--- config.mk ---
export PLATFORM = sky130hd
export DESIGN_NAME = fixed_frame_deframer_flat
export DESIGN_NICKNAME = d
export VERILOG_FILES = /design/src/sv/ffd_pkg.sv /design/src/sv/ffd_ifs.sv /design/src/sv/fixed_frame_deframer.sv /design/src/sv/ffd_front.sv /design/src/sv/ffd_engine.sv /design/src/flat_wrapper.sv
export SDC_FILE = /design/constraint.sdc
export NUM_CORES = 1
export LEC_CHECK = 0
export BUFFER_PORTS_ARGS = -buffer_cell sky130_fd_sc_hd__buf_2
export CAP_MARGIN = 10
export CORE_ASPECT_RATIO = 1.4
export CORE_MARGIN = 1
export CORE_UTILIZATION = 63
export CTS_CLUSTER_DIAMETER = 80
export CTS_CLUSTER_SIZE = 30
export DETAILED_ROUTE_END_ITERATION = 16
export PLACE_DENSITY_LB_ADDON = 0.05
export SKIP_CTS_REPAIR_TIMING = 1
export SYNTH_ARGS = -nofsm -noshare
export SYNTH_HDL_FRONTEND = slang
export SYNTH_SLANG_ARGS = --single-unit
--- constraint.sdc ---
create_clock -name clk_i -period 7.6 [get_ports clk_i]
set_input_delay 0.76 -clock clk_i [delete_from_list [all_inputs] [get_ports clk_i]]
set_output_delay 0.76 -clock clk_i [all_outputs]
set_load 0.01 [all_outputs]
--- src/sv/ffd_pkg.sv ---
`default_nettype none

package ffd_pkg;

  localparam logic [7:0] HDR0  = 8'hFF;
  localparam logic [7:0] HDR1  = 8'hFE;
  localparam logic [7:0] TAIL0 = 8'h00;
  localparam logic [7:0] TAIL1 = 8'h01;

  localparam int unsigned QUEUE_DEPTH = 2;
  localparam int unsigned QPTR_W      = 1;
  localparam int unsigned QCNT_W      = 2;

  // Wide enough for the frame index at payload lengths up to 124 bytes.
  localparam int unsigned STS_IDX_W = 7;

  typedef struct packed {
    logic [7:0] data;
    logic       is_hdr0;
    logic       is_hdr1;
    logic       is_tail0;
    logic       is_tail1;
  } rx_entry_t;

  typedef enum logic [1:0] {
    SYNC_HUNT,
    SYNC_FF,
    SYNC_LOCK
  } sync_e;

  typedef enum logic [2:0] {
    ENG_RUN,
    ENG_SCAN_RD,
    ENG_SCAN_PROC,
    ENG_EMIT_RD,
    ENG_EMIT_WR
  } eng_e;

  typedef struct packed {
    eng_e                 eng;
    sync_e                sync;
    logic [STS_IDX_W-1:0] fill;
    logic [STS_IDX_W-1:0] ptr;
  } eng_sts_t;

  function automatic rx_entry_t classify(input logic [7:0] b);
    rx_entry_t e;
    e.data     = b;
    e.is_hdr0  = (b == HDR0);
    e.is_hdr1  = (b == HDR1);
    e.is_tail0 = (b == TAIL0);
    e.is_tail1 = (b == TAIL1);
    return e;
  endfunction

endpackage

`default_nettype wire

--- src/sv/ffd_ifs.sv ---
`default_nettype none

interface ffd_rx_if;
  logic       valid;
  logic       ready;
  logic [7:0] rx_byte;

  modport source (output valid, output rx_byte, input ready);
  modport sink (input valid, input rx_byte, output ready);
endinterface

interface ffd_tx_if;
  logic       valid;
  logic       ready;
  logic [7:0] payload_byte;
  logic       last_byte;

  modport source (output valid, output payload_byte, output last_byte, input ready);
  modport sink (input valid, input payload_byte, input last_byte, output ready);
endinterface

`default_nettype wire

--- src/sv/fixed_frame_deframer.sv ---
// A good frame's first payload item passes the store read register and the output register.
// Throughput: one received byte per cycle while no frame is being emitted or rescanned.
// A good frame is emitted item by item: a store read, then a load once the output is free.
// A bad tail rescans buffered bytes, a read then a process state each; only the queue fills.
// Reset clears the queue, the sync state and the output valid flag; the store is not cleared.
`default_nettype none

module fixed_frame_deframer
  import ffd_pkg::*;
#(
  parameter int unsigned PAYLOAD_BYTES = 32
) (
  input  wire logic clk_i,
  input  wire logic rst_ni,
  ffd_rx_if.sink    rx_i,
  ffd_tx_if.source  tx_o
);

  rx_entry_t qh_entry;
  logic      qh_valid;
  logic      qh_pop;
  eng_sts_t  sts;

  ffd_front u_front (
    .clk_i      (clk_i),
    .rst_ni     (rst_ni),
    .rx_i       (rx_i),
    .qh_entry_o (qh_entry),
    .qh_valid_o (qh_valid),
    .qh_pop_i   (qh_pop)
  );

  ffd_engine #(
    .PAYLOAD_BYTES (PAYLOAD_BYTES)
  ) u_engine (
    .clk_i      (clk_i),
    .rst_ni     (rst_ni),
    .in_entry_i (qh_entry),
    .in_valid_i (qh_valid),
    .in_pop_o   (qh_pop),
    .tx_o       (tx_o),
    .sts_o      (sts)
  );

  // An item is only offered after the engine has loaded it from the store.
  assert property (@(posedge clk_i) disable iff (!rst_ni)
    $rose(tx_o.valid) |-> $past(sts.eng) == ENG_EMIT_WR)
    else $error("payload item offered outside emission");

  // While locked the fill index stays within the frame.
  assert property (@(posedge clk_i) disable iff (!rst_ni)
    sts.sync == SYNC_LOCK |->
      (int'(sts.fill) >= 2) && (int'(sts.fill) <= int'(PAYLOAD_BYTES) + 3))
    else $error("fill index out of frame while locked");

  // During a rescan the compacting write stays behind the read.
  assert property (@(posedge clk_i) disable iff (!rst_ni)
    (sts.eng == ENG_SCAN_PROC) && (sts.sync == SYNC_LOCK) |->
      (int'(sts.fill) + 2) <= int'(sts.ptr))
    else $error("rescan write overtook read");

  // No received byte is taken from the queue while the store is busy.
  assert property (@(posedge clk_i) disable iff (!rst_ni)
    qh_pop |-> (sts.eng == ENG_RUN) && qh_valid)
    else $error("queue popped while engine busy");

endmodule

`default_nettype wire

--- src/sv/ffd_front.sv ---
`default_nettype none

module ffd_front
  import ffd_pkg::*;
(
  input  wire logic  clk_i,
  input  wire logic  rst_ni,
  ffd_rx_if.sink     rx_i,
  output rx_entry_t  qh_entry_o,
  output logic       qh_valid_o,
  input  wire logic  qh_pop_i
);

  rx_entry_t          queue_q [QUEUE_DEPTH];
  logic [QPTR_W-1:0]  wr_ptr_q, wr_ptr_d;
  logic [QPTR_W-1:0]  rd_ptr_q, rd_ptr_d;
  logic [QCNT_W-1:0]  cnt_q, cnt_d;
  logic               push;
  logic               pop;

  assign rx_i.ready = (cnt_q != QCNT_W'(QUEUE_DEPTH));
  assign qh_valid_o = (cnt_q != '0);
  assign qh_entry_o = queue_q[rd_ptr_q];

  assign push = rx_i.valid && rx_i.ready;
  assign pop  = qh_pop_i && qh_valid_o;

  always_comb begin
    wr_ptr_d = push ? wr_ptr_q + 1'b1 : wr_ptr_q;
    rd_ptr_d = pop ? rd_ptr_q + 1'b1 : rd_ptr_q;
    case ({push, pop})
      2'b10:   cnt_d = cnt_q + 1'b1;
      2'b01:   cnt_d = cnt_q - 1'b1;
      default: cnt_d = cnt_q;
    endcase
  end

  always_ff @(posedge clk_i or negedge rst_ni) begin
    if (!rst_ni) begin
      wr_ptr_q <= '0;
      rd_ptr_q <= '0;
      cnt_q    <= '0;
    end else begin
      wr_ptr_q <= wr_ptr_d;
      rd_ptr_q <= rd_ptr_d;
      cnt_q    <= cnt_d;
    end
  end

  always_ff @(posedge clk_i) begin
    if (push) begin
      queue_q[wr_ptr_q] <= classify(rx_i.rx_byte);
    end
  end

endmodule

`default_nettype wire

--- src/sv/ffd_engine.sv ---
`default_nettype none

module ffd_engine
  import ffd_pkg::*;
#(
  parameter int unsigned PAYLOAD_BYTES = 32
) (
  input  wire logic       clk_i,
  input  wire logic       rst_ni,
  input  wire rx_entry_t  in_entry_i,
  input  wire logic       in_valid_i,
  output logic            in_pop_o,
  ffd_tx_if.source        tx_o,
  output eng_sts_t        sts_o
);

  localparam int unsigned FRAME_BYTES = PAYLOAD_BYTES + 4;
  localparam int unsigned IDX_W       = $clog2(FRAME_BYTES);
  localparam logic [IDX_W-1:0] FIRST_PL = IDX_W'(2);
  localparam logic [IDX_W-1:0] LAST_PL  = IDX_W'(PAYLOAD_BYTES + 1);
  localparam logic [IDX_W-1:0] LAST_IDX = IDX_W'(FRAME_BYTES - 1);

  logic [7:0]       store_q [FRAME_BYTES];
  logic [7:0]       rd_data_q;

  eng_e             eng_q, eng_d;
  sync_e            sync_q, sync_d;
  logic [IDX_W-1:0] fill_q, fill_d;
  logic [IDX_W-1:0] ptr_q, ptr_d;
  logic             tail0_q, tail0_d;
  logic             out_valid_q;
  logic [7:0]       out_data_q;
  logic             out_last_q;

  rx_entry_t        cur;
  logic             proc_en;
  logic             rd_en;
  logic             wr_en;
  logic             frame_done;
  logic             tail_ok;
  logic             out_free;
  logic             out_load;

  assign out_free = !out_valid_q || tx_o.ready;

  // Control outputs of the sequencer.
  always_comb begin
    in_pop_o = 1'b0;
    rd_en    = 1'b0;
    proc_en  = 1'b0;
    out_load = 1'b0;
    cur      = in_entry_i;
    case (eng_q)
      ENG_RUN: begin
        in_pop_o = in_valid_i;
        proc_en  = in_valid_i;
      end
      ENG_SCAN_RD: begin
        rd_en = 1'b1;
      end
      ENG_SCAN_PROC: begin
        proc_en = 1'b1;
        cur     = classify(rd_data_q);
      end
      ENG_EMIT_RD: begin
        rd_en = 1'b1;
      end
      ENG_EMIT_WR: begin
        out_load = out_free;
      end
      default: begin
        in_pop_o = 1'b0;
      end
    endcase
  end

  // Byte-wise header search and frame fill.
  always_comb begin
    sync_d     = sync_q;
    fill_d     = fill_q;
    tail0_d    = tail0_q;
    wr_en      = 1'b0;
    frame_done = 1'b0;
    if (proc_en) begin
      tail0_d = cur.is_tail0;
      case (sync_q)
        SYNC_HUNT: begin
          if (cur.is_hdr0) begin
            sync_d = SYNC_FF;
          end
        end
        SYNC_FF: begin
          if (cur.is_hdr1) begin
            sync_d = SYNC_LOCK;
            fill_d = FIRST_PL;
          end else if (cur.is_hdr0) begin
            sync_d = SYNC_FF;
          end else begin
            sync_d = SYNC_HUNT;
          end
        end
        SYNC_LOCK: begin
          wr_en = 1'b1;
          if (fill_q == LAST_IDX) begin
            frame_done = 1'b1;
            sync_d     = SYNC_HUNT;
          end else begin
            fill_d = fill_q + 1'b1;
          end
        end
        default: begin
          sync_d = SYNC_HUNT;
        end
      endcase
    end
  end

  assign tail_ok = tail0_q && cur.is_tail1;

  // Next state of the sequencer.
  always_comb begin
    eng_d = eng_q;
    ptr_d = ptr_q;
    case (eng_q)
      ENG_RUN: begin
        if (frame_done) begin
          ptr_d = FIRST_PL;
          eng_d = tail_ok ? ENG_EMIT_RD : ENG_SCAN_RD;
        end
      end
      ENG_SCAN_RD: begin
        eng_d = ENG_SCAN_PROC;
      end
      ENG_SCAN_PROC: begin
        if (ptr_q == LAST_IDX) begin
          eng_d = ENG_RUN;
        end else begin
          ptr_d = ptr_q + 1'b1;
          eng_d = ENG_SCAN_RD;
        end
      end
      ENG_EMIT_RD: begin
        eng_d = ENG_EMIT_WR;
      end
      ENG_EMIT_WR: begin
        if (out_free) begin
          if (ptr_q == LAST_PL) begin
            eng_d = ENG_RUN;
          end else begin
            ptr_d = ptr_q + 1'b1;
            eng_d = ENG_EMIT_RD;
          end
        end
      end
      default: begin
        eng_d = ENG_RUN;
      end
    endcase
  end

  always_ff @(posedge clk_i or negedge rst_ni) begin
    if (!rst_ni) begin
      eng_q       <= ENG_RUN;
      sync_q      <= SYNC_HUNT;
      fill_q      <= '0;
      ptr_q       <= '0;
      tail0_q     <= 1'b0;
      out_valid_q <= 1'b0;
    end else begin
      eng_q   <= eng_d;
      sync_q  <= sync_d;
      fill_q  <= fill_d;
      ptr_q   <= ptr_d;
      tail0_q <= tail0_d;
      if (out_load) begin
        out_valid_q <= 1'b1;
      end else if (tx_o.ready) begin
        out_valid_q <= 1'b0;
      end
    end
  end

  always_ff @(posedge clk_i) begin
    if (wr_en) begin
      store_q[fill_q] <= cur.data;
    end
    if (rd_en) begin
      rd_data_q <= store_q[ptr_q];
    end
  end

  always_ff @(posedge clk_i) begin
    if (out_load) begin
      out_data_q <= rd_data_q;
      out_last_q <= (ptr_q == LAST_PL);
    end
  end

  assign tx_o.valid        = out_valid_q;
  assign tx_o.payload_byte = out_data_q;
  assign tx_o.last_byte    = out_last_q;

  assign sts_o.eng  = eng_q;
  assign sts_o.sync = sync_q;
  assign sts_o.fill = STS_IDX_W'(fill_q);
  assign sts_o.ptr  = STS_IDX_W'(ptr_q);

endmodule

`default_nettype wire
--- src/flat_wrapper.sv ---
// flat-port wrapper written by rule: the top's interface ports become plain ports
module fixed_frame_deframer_flat import ffd_pkg::*;
#(
  parameter int unsigned PAYLOAD_BYTES = 32
)
  (clk_i, rst_ni, rx_i_valid, rx_i_rx_byte, rx_i_ready, tx_o_valid, tx_o_payload_byte, tx_o_last_byte, tx_o_ready);
  ffd_rx_if rx_i_i ();
  ffd_tx_if tx_o_i ();
  input  wire logic clk_i;
  input  wire logic rst_ni;
  input wire logic [$bits(rx_i_i.valid)-1:0] rx_i_valid;
  input wire logic [$bits(rx_i_i.rx_byte)-1:0] rx_i_rx_byte;
  output wire logic [$bits(rx_i_i.ready)-1:0] rx_i_ready;
  output wire logic [$bits(tx_o_i.valid)-1:0] tx_o_valid;
  output wire logic [$bits(tx_o_i.payload_byte)-1:0] tx_o_payload_byte;
  output wire logic [$bits(tx_o_i.last_byte)-1:0] tx_o_last_byte;
  input wire logic [$bits(tx_o_i.ready)-1:0] tx_o_ready;
  assign rx_i_i.valid = rx_i_valid;
  assign rx_i_i.rx_byte = rx_i_rx_byte;
  assign rx_i_ready = rx_i_i.ready;
  assign tx_o_valid = tx_o_i.valid;
  assign tx_o_payload_byte = tx_o_i.payload_byte;
  assign tx_o_last_byte = tx_o_i.last_byte;
  assign tx_o_i.ready = tx_o_ready;
  fixed_frame_deframer #(.PAYLOAD_BYTES(PAYLOAD_BYTES)) u_core (.clk_i(clk_i), .rst_ni(rst_ni), .rx_i(rx_i_i), .tx_o(tx_o_i));
endmodule
# ---- Yosys cells after proc, flatten, opt, wreduce, memory -nomap -nowiden
# Memories as Yosys holds them, arrays and structs flattened. A register that Yosys moved wholly into a read port is not among the register bits.
# Index checks and enable logic that the tools add are counted.
# Widths: inputs -> output; s select.
dict set report word_totals {
  regBits 32
  mem_bits_rw 312
  elab_cells 100
  n_memories 2
}
# memory depth word_bits read_ports rd_clocked_by_memory_dff wr line
set mem_list {}
lappend mem_list {u_core.u_engine.store_q 36 8 1 1 1 ffd_engine.sv:23} ;# logic [7:0] store_q [FRAME_BYTES];
lappend mem_list {u_core.u_front.queue_q 2 12 1 0 1 ffd_front.sv:14} ;# rx_entry_t queue_q [QUEUE_DEPTH];
dict set report classes {
  n_addsub 6
  n_eq_ne 26
  n_mux 36
  reduce_logical 19
}
# operator count
set op_table {}
lappend op_table {{$mux 6} 6}
lappend op_table {{$eq 8x8->1 const B} 4}
lappend op_table {{$eq 6x6->1 const B} 3}
lappend op_table {{$ne 2x2->1 const B} 9}
lappend op_table {{$pmux 6 s3} 1}
lappend op_table {{$eq 8x1->1 const B} 2}
lappend op_table {{$logic_not 8->1} 2}
lappend op_table {{$mux 1} 16}
lappend op_table {{$pmux 3 s5} 1}
lappend op_table {{$add 6x1->6 const B} 2}
lappend op_table {{$mux 12} 1}
lappend op_table {{$pmux 6 s2} 1}
lappend op_table {{$mux 2} 5}
lappend op_table {{$reduce_bool 2->1} 4}
lappend op_table {{$eq 3x2->1 const B} 2}
lappend op_table {{$mux 3} 2}
lappend op_table {{$pmux 2 s3} 1}
lappend op_table {{$reduce_and 5->1} 1}
lappend op_table {{$eq 2x1->1 const B} 2}
lappend op_table {{$eq 2x2->1 const B} 2}
lappend op_table {{$pmux 2 s2} 1}
lappend op_table {{$reduce_and 4->1} 1}
lappend op_table {{$eq 3x1->1 const B} 1}
lappend op_table {{$eq 3x3->1 const B} 1}
lappend op_table {{other kinds (13)} 16}

# ---- Depth between registers and ports, before layout
# Gate-level depths: netlist of the first run.
dict set report logic_depth {
  depth_word 6
  mapped_depth 8
  ltp_nobuf 6
}

# ---- By module
# A second synthesis of the first run with hierarchy kept.
dict set report unflattened {
  hier_cells 829
  area_unflattened_um2 14297.5
}
# module n_inst cells_per_inst area_each_um2 seq_area_each_um2
set by_module_without_submodules {}
lappend by_module_without_submodules {ffd_engine 1 765 13192.7 9634.2}
lappend by_module_without_submodules {ffd_front 1 64 1104.8 820.8}

# ---- Worst setup path before layout of the first run
# OpenSTA, ideal clock, no wires.
dict set report synth_timing {
  path_kind {register -> register}
  startpoint {reg u_core.u_engine.eng_q[0]}
  endpoint {mem u_core.u_engine.store_q[0][4], data pin}
  setup_ns 0.485
  arrival_ns 2.603
  t_required_ns 7.115
  path_slack_ns 4.512
  stages_incl_launch_ff 6
  n_path_buf 3
  synth_period_minus_slack_ns 3.088
  cell_sequence {dfrtp_1 clkbuf_1 nor3b_1 clkbuf_1 clkbuf_1 o21ai_0}
}
# element line
set synth_rtl {}
lappend synth_rtl {{start: declaration} ffd_engine.sv:26} ;# eng_e eng_q, eng_d;
lappend synth_rtl {{start signal: assignment} ffd_engine.sv:170} ;# eng_q <= eng_d;
lappend synth_rtl {{end: declaration} ffd_engine.sv:23}

==> results of run 1 <==
-- worst paths after layout --
kind / end / slack, ns
setup / recovery: u_core.u_engine.rd_data_q[0] / 4.03
hold / removal: u_core.u_engine.sync_q[1] / 0.21
setup reg to reg: u_core.u_engine.rd_data_q[0] / 4.03
hold reg to reg: u_core.u_front.wr_ptr_q / 0.50
max in group asynchronous: u_core.u_engine.ptr_q[0] / 6.98
min in group clk_i: u_core.u_front.queue_q[0][6] / 0.48
-- state kept, by name, indices dropped and copies added, names as in the netlist --
signal,count
u_core.u_engine.tail0_q,1
u_core.u_front.rd_ptr_q,1
u_core.u_engine.sync_q,2
u_core.u_front.cnt_q,2
u_core.u_engine.store_q,288
u_core.u_engine.eng_q,3
u_core.u_front.queue_q,24
u_core.u_engine.tx_o.payload_byte,8
u_core.u_engine.tx_o.last_byte,1
u_core.u_engine.ptr_q,6
u_core.u_engine.tx_o.valid,1
u_core.u_engine.rd_data_q,8
u_core.u_engine.fill_q,6
u_core.u_front.wr_ptr_q,1
-- report_power, final --
group | total [W] | internal [W] | switching [W]
sequential | 0.00271 | 0.00253 | 0.000177
clock | 0.000909 | 0.000374 | 0.000535
combinational | 0.00117 | 0.000421 | 0.000749
total | 0.00479 | 0.00333 | 0.00146
-- synth_stat cells (3+ instances only) --
library cell  count
edfxtp_1        329
nor2_1           64
mux2i_1          58
mux4_2           36
nand2_1          34
dfrtp_1          23
nor2b_1          18
o21ai_0          18
o22ai_1          17
buf_6            13
clkbuf_1         13
nor3_1           13
mux4_1           12
nand3_1          12
a21oi_1          10
mux2_2           10
a2111oi_0         6
a22o_1            6
nor4_1            6
o31ai_1           6
a311oi_1          5
a31oi_1           5
nand2b_1          5
nand4_1           5
a22oi_1           4
and2_1            4
ha_1              4
inv_1             4
or3_1             4
a221oi_1          3
buf_2             3
buf_4             3
o21a_1            3
o221ai_1          3
xnor2_1           3
xor2_1            3
-- cell usage in the layout (no fill, tap or decap), types with 4 or more instances in the layout --
cell / netlist / routed
nor3_1: 13 / 13
a22o_1: 6 / 6
o21ai_2: 0 / 7
a2111oi_0: 6 / 6
nor2b_1: 18 / 18
a311oi_1: 5 / 5
mux4_1: 12 / 12
o22ai_1: 17 / 17
nor2_1: 64 / 64
clkbuf_1: 13 / 6
a21oi_1: 10 / 10
o21ai_0: 18 / 11
dfrtp_1: 23 / 21
buf_2: 3 / 22
mux2i_1: 58 / 58
a31oi_1: 5 / 5
o31ai_1: 6 / 6
nand2_1: 34 / 34
nand2b_1: 5 / 5
a22oi_1: 4 / 4
or3_1: 4 / 4
edfxtp_1: 329 / 329
ha_1: 4 / 4
mux2_2: 10 / 10
mux4_2: 36 / 36
inv_1: 4 / 4
nand3_1: 12 / 12
clkbuf_16: 0 / 15
buf_4: 3 / 13
nor4_1: 6 / 6
nand4_1: 5 / 5
and2_1: 4 / 4
-- logic make-up (layout without fill, tap and decap cells) --
logic type               count (synthesis)  count (layout)
AND/OR/NAND/NOR                        177             177
buffers and inverters                   43              63
multiplexers                           116             116
adder cells (fa/ha/maj)                  4               4
AO/OA/AOI/OAI                           94              94
flip-flops                             352             352
XOR/XNOR                                 6               6
-- per-stage QoR --
step	setup WS, ns	power (W)
2_1_floorplan	4.51	0.00354
3_3_place_gp	4.10	0.00388
4_1_cts	3.98	0.00481
6_report	4.03	0.00479
5_1_grt	3.76	0.00498
3_5_place_dp	4.00	0.00393
-- layer usage --
| metal | vias up | share of wire, % |
|---|---|---|
| met5 | - | 0 |
| met4 | 0 | 3.8 |
| met3 | 60 | 5.8 |
| met2 | 300 | 50 |
| met1 | 3677 | 40 |
| li1 | 3187 | - |
-- critical path, delay by kind of cell, from the launching register on --
family,cells,cell delay [ns]
DFF,1,1.10
muxes,2,0.94
buffers and inverters,1,0.76
AOI/OAI and AO/OA,1,0.36
and+or+nand+nor,1,0.09
-- layout make-up --
cell class / instances / area [sq um]
clock inverter: 1 / 8.76
timing repair buffer: 35 / 208
clock buffer: 21 / 398
multi-input combinational: 397 / 3470
inverter: 6 / 22.5
sequential: 352 / 10500
tap: 297 / 372
fill: 1486 / 7000
==> results.md, run 1 <==
- Outcome: finished, final reports clean
- GP Congestion: about 0.90
- Post-synth cell types: 57
- Total core area: approximately 22000 sq um
- DRT iter0 DRCs: 795
- Pre-Repair DR Iteration Count: 6
- Cell taking the most area after synthesis: edfxtp_1
- Placed Area: 14500 sq um
- Commonest register cell after synthesis: edfxtp_1
- Synth Area in Compound Gates: 4.69%
- Drt total wl: around 30000 um
- IO Count: 23
- Largest cells by area after synthesis: edfxtp_1, mux4_2, mux2i_1
- Final Max Tran Viols: 0
- TritonCTS Buffers: 15
- Worst flop-to-flop path startpoint: u_core.u_engine.ptr_q[0]
- # diodes: 0
- Setup TNS: 0 ns
- Root buf cell: clkbuf_16
- Fin. Hold Viols: 0
- # setup viols final: 0
- Pin count of the biggest net entering global routing: 58
- Fraction of layout cells with a size suffix above 1: 14.2%
- Critical path type: reg -> reg
- Worst-margin pin slew: 1.12 ns
- Post-DR wirelength/cell: between 20 and 30 um
- Routed Antenna Nets: 0
- GR Util All Layers: 26.2%
- Clk Latency, worst-skew pair: about 0.51 ns
- Final Critical Period: ~3.6 ns
- Mapped Nets: 808
- GR Overflow Total: 0
- Met3 GRT Util: under 10%
- Nets: 823
- Cell Area, Synth: 14200 sq um
- CP startpoint: u_core.u_engine.ptr_q[0]
- Number of synthesized flops with an enable pin: approximately 330
- Global route hottest layer: met2
- Clock skew: ~0.023 ns
- Die W: between 100 and 150 um
- Final hold slack: between 0.2 and 0.25 ns
- Seq/Total Area, Yosys: around 74%
- Peak VDD IR: approximately 0.3 mV
- Final period utilization: between 40% and 50%
- Gate count after technology mapping: approximately 800
- Synth top area share: 69.6%
- Met2 Usage GRT: 43.2%
- Leakage: 4.73 nW
- Fin util: roughly two thirds
- Die area: approximately 23000 sq um
- Area Growth Syn to Fin: 5.24%
- Cells after DPL: between 1000 and 1500
- CTS tree: done
- Max Buffers Root-to-Sink: 3
- Initial cell density of the core: 64.7%
- Worst Setup Start Kind: register
- Clock Sinks: 352
- Met1 Use GR: between 30% and 40%
- Row count: 64
- Die H: around 180 um
- Synth warn: 0
- CP endpoint kind: register
- Setup repair after global routing missed its margin: false
- Max-cap violation count: 0
- Seq cells post-synth: 352
- Mux contribution to synthesized area: 12.8%
- Avg Cell Area, Syn: approximately 18 sq um
- Detailed Place HPWL: just under 20000 um
- First-pass GRT wire length: about 44000 um
- Async set-reset flop share out of synthesis: approximately 6.5%
- Critical Path RT: 7.83 ns
- Vias in the first global route: 7085
- XOR/XNOR Fraction of Synth Area: less than 1%
- PwrDens: approximately 320 nW/um^2
- Cell Chain, Critical Path: buf_4, mux4_1, mux2_2, a221oi_1, nor3_1
- Htree depth: 1
- Port Buffer Count: 22
- Worst-path maximum fanout: between 50 and 60
- Via count: 7224
- Synth Area in Adders: less than 1%
- Rel. slew slack: between 20% and 30%
- Initial antenna violation count: 0
- Peak Freq: approximately 280 MHz
- Final cell count without fillers: 1109
- Critical Path Max Stage Delay: roughly 1.1 ns
- Worst min-delay path class: in -> async
- CP max-delay cell: dfrtp_4
- Combinational family with the most area after synthesis: multiplexers
- Simple-gate share of the synthesized area: under 10%
- DRC viols: 0
- Worst path arrival time: roughly 3.8 ns
- Vias per cell: 6.51
- CTS clock-pin slew for the worst setup and hold paths: approximately 0.11 ns
- Finished Cell Area: between 10000 and 15000 sq um
- Worst r2r path cells: 5
Note: power is estimated with default switching activity, not from simulation.
==> run 2: changes to the inputs <==
--- a/config.mk
+++ b/config.mk
@@ -9,7 +9,7 @@
 export CAP_MARGIN = 10
 export CORE_ASPECT_RATIO = 1.4
 export CORE_MARGIN = 1
-export CORE_UTILIZATION = 63
+export CORE_UTILIZATION = 62
 export CTS_CLUSTER_DIAMETER = 80
 export CTS_CLUSTER_SIZE = 30
 export DETAILED_ROUTE_END_ITERATION = 16
==> constraint.sdc (replaced) <==
create_clock -name clk_i -period 3.3 [get_ports clk_i]
set_input_delay 0.33 -clock clk_i [delete_from_list [all_inputs] [get_ports clk_i]]
set_output_delay 0.33 -clock clk_i [all_outputs]
set_load 0.01 [all_outputs]
==> run 2 against run 1 <==
Die area grew 1.6%. Clock power grew 140%. Cell count grew 4.3%. Via count grew 3.7%. Register-to-register slack lost 4.0 ns. Sequential share of layout area shrank 1.7 points. Critical path depth shrank 1. First-iteration DRC count shrank 16%. Total power grew 130%. Sequential power grew 130%. Critical endpoint is now u_core.u_engine.rd_data_q[7]. Highest routed layer unchanged.
==> results.md, run 2 (synthesized netlist as in run 1, its figures left out) <==
- Critical Path Max Stage Delay: 1.07 ns (-0.03 ns)
- Via count: 7491 (+3.7%)
- Final Critical Period: 3.22 ns (-0.343 ns)
- Row count: 65 (+1.6%)
- Setup repair after global routing missed its margin: false
- Critical Path RT: 3.52 ns (-4.31 ns)
- Cell Chain, Critical Path: buf_12, mux4_2, a2111oi_0, a311oi_1
- Routed Antenna Nets: 0 (unchanged)
- Clock skew: 0.0272 ns (+0.00441 ns)
- Die area: 23500 sq um (+1.6%)
- Cell count along the critical path: 4 (-1)
- HP Start: rx_i_rx_byte[3]
- Most frequent cells in the layout: edfxtp_1, nor2_1, mux2i_1
- Worst setup endpoint: u_core.u_engine.rd_data_q[7]
- Worst R2R Setup Slack: 0.08 ns (-3.96 ns)
- Final period utilization: 97.6% (+51 points)
- Leakage: 4.96 nW (+4.9%)
- Fraction of layout cells with a size suffix above 1: 18.1% (+3.9 points)
- Worst-margin pin slew: 1.22 ns (+0.102 ns)
- CTS clock-pin slew for the worst setup and hold paths: 0.11 ns (about the same)
- Rel. slew slack: 16.7% (-8.6 points)
- Initial antenna violation count: 0 (unchanged)
- First-pass GRT wire length: 45300 um (+4.0%)
- CP startpoint: u_core.u_engine.ptr_q[0]
- Setup ws final: 0.0778 ns (-3.96 ns)
- DRT iter0 DRCs: 668 (-16%)
- Total core area: 22500 sq um (+2.7%)
- Peak Freq: 310 MHz (+11%)
- Fin. Hold Viols: 0 (unchanged)
- CTS tree: done
- Area Growth Syn to Fin: 7.84%
- Worst path arrival time: 3.44 ns (-0.36 ns)
- IO Count: 23 (unchanged)
- Largest Register: u_core.u_engine.store_q
- Htree depth: 1 (unchanged)
- Root buf cell: clkbuf_16
- Final cell count without fillers: 1157 (+4.3%)
- Pin count of the biggest net entering global routing: 53 (-8.6%)
- Vias per cell: 6.47 (-0.61%)
- Max FFs per register: 288 (unchanged)
- CP bufs+invs: 1 (unchanged)
- Commonest non-fill, non-tap cell in the layout: edfxtp_1
- CP endpoint kind: register
- Drt total wl: 30200 um (+3.4%)
- Die W: 130 um (+0.79%)
- GR Overflow Total: 0 (unchanged)
- Worst flop-to-flop path startpoint: u_core.u_engine.ptr_q[0]
- Final Max Tran Viols: 0 (unchanged)
- # diodes: 0 (unchanged)
- Worst-path maximum fanout: 38 (-33%)
- Worst min-delay path class: in -> reg
- Worst r2r path cells: 4 (-1)
- Die H: 181 um (+0.80%)
- GR Util All Layers: 26.8% (+0.67 points)
- Critical path type: reg -> reg
- Detailed Place HPWL: 19900 um (+3.2%)
- PwrDens: 733 nW/um^2 (+130%)
- Clock Sinks: 352 (unchanged)
- Nets: 863 (+4.9%)
- DRC viols: 0 (unchanged)
- Setup WS pre-CTS: 0.169 ns (-3.84 ns)
- Initial cell density of the core: 63.0% (-1.7 points)
- Largest registers: u_core.u_engine.store_q (288), u_core.u_front.queue_q (24)
- Peak VDD IR: 0.583 mV (+93%)
- FF-to-FF End: u_core.u_engine.rd_data_q[7]
- Outcome: finished, final reports clean
- Crit-path leading delay family: compound AO/OA/AOI/OAI gates
- Pre-Repair DR Iteration Count: 5 (-1)
- Max Buffers Root-to-Sink: 3 (unchanged)
- Worst Setup Start Kind: register
- Cells after DPL: 1130 (+4.0%)
- # setup viols final: 0 (unchanged)
- Post-DR wirelength/cell: 26.1 um (-0.91%)
- Vias in the first global route: 7518 (+6.1%)
- CP max-delay cell: a2111oi_0
- Port Buffer Count: 22 (unchanged)
- GP Congestion: 0.913 (+1.4%)
- TritonCTS Buffers: 15 (unchanged)
- Clk Latency, worst-skew pair: 0.52 ns (about the same)
- Max-cap violation count: 0 (unchanged)
-- run 2: cell type report --
class,instances,area [sq um]
clock buffers,24,409
clock inverters,2,17.5
well taps,301,377
inverters,6,22.5
fillers,1496,7220
repair buffers,75,551
flip-flops and latches,352,10500
multi-input cells,397,3470
-- run 2: how the worst min path moves through the flow --
stage	end	slack, ns	cells after the start
floorplan	u_core.u_engine.eng_q[0]	0.03	0
global placement	u_core.u_engine.tail0_q	0.34	1
detailed placement	u_core.u_engine.tx_o.valid	0.34	1
CTS	u_core.u_engine.fill_q[0]	-0.22	1
global route	u_core.u_front.queue_q[0][9]	0.02	1
finish	u_core.u_front.queue_q[1][7]	0.04	1
-- run 2: metrics by stage --
stage	area, sq um	setup TNS (ns)	hold slack [ns]	utilization, %	total power (W)
floorplan	14200	0	0.0344	-	0.00815
global placement	14900	-0.141	0.336	66.0	0.00904
detailed placement	14900	0	0.341	66.0	0.00917
CTS	15300	0	-0.216	67.9	0.0113
global route	15300	0	0.0240	68.0	0.0117
finish	15300	0	0.0363	68.0	0.0112
-- run 2: routing by layer --
layer	global-route usage, %	vias to the layer above	share of wire (%)
li1	-	3256	-
met1	37.6	3824	39
met2	43.6	339	50
met3	3.52	72	7.4
met4	9.67	0	3.6
met5	0	-	0
-- run 2: power by group --
group	switching, W	internal, W	leakage [nW]
registers	0.000344	0.00584	3.26
logic	0.00185	0.00105	1.50
clock network	0.00126	0.000881	0.205
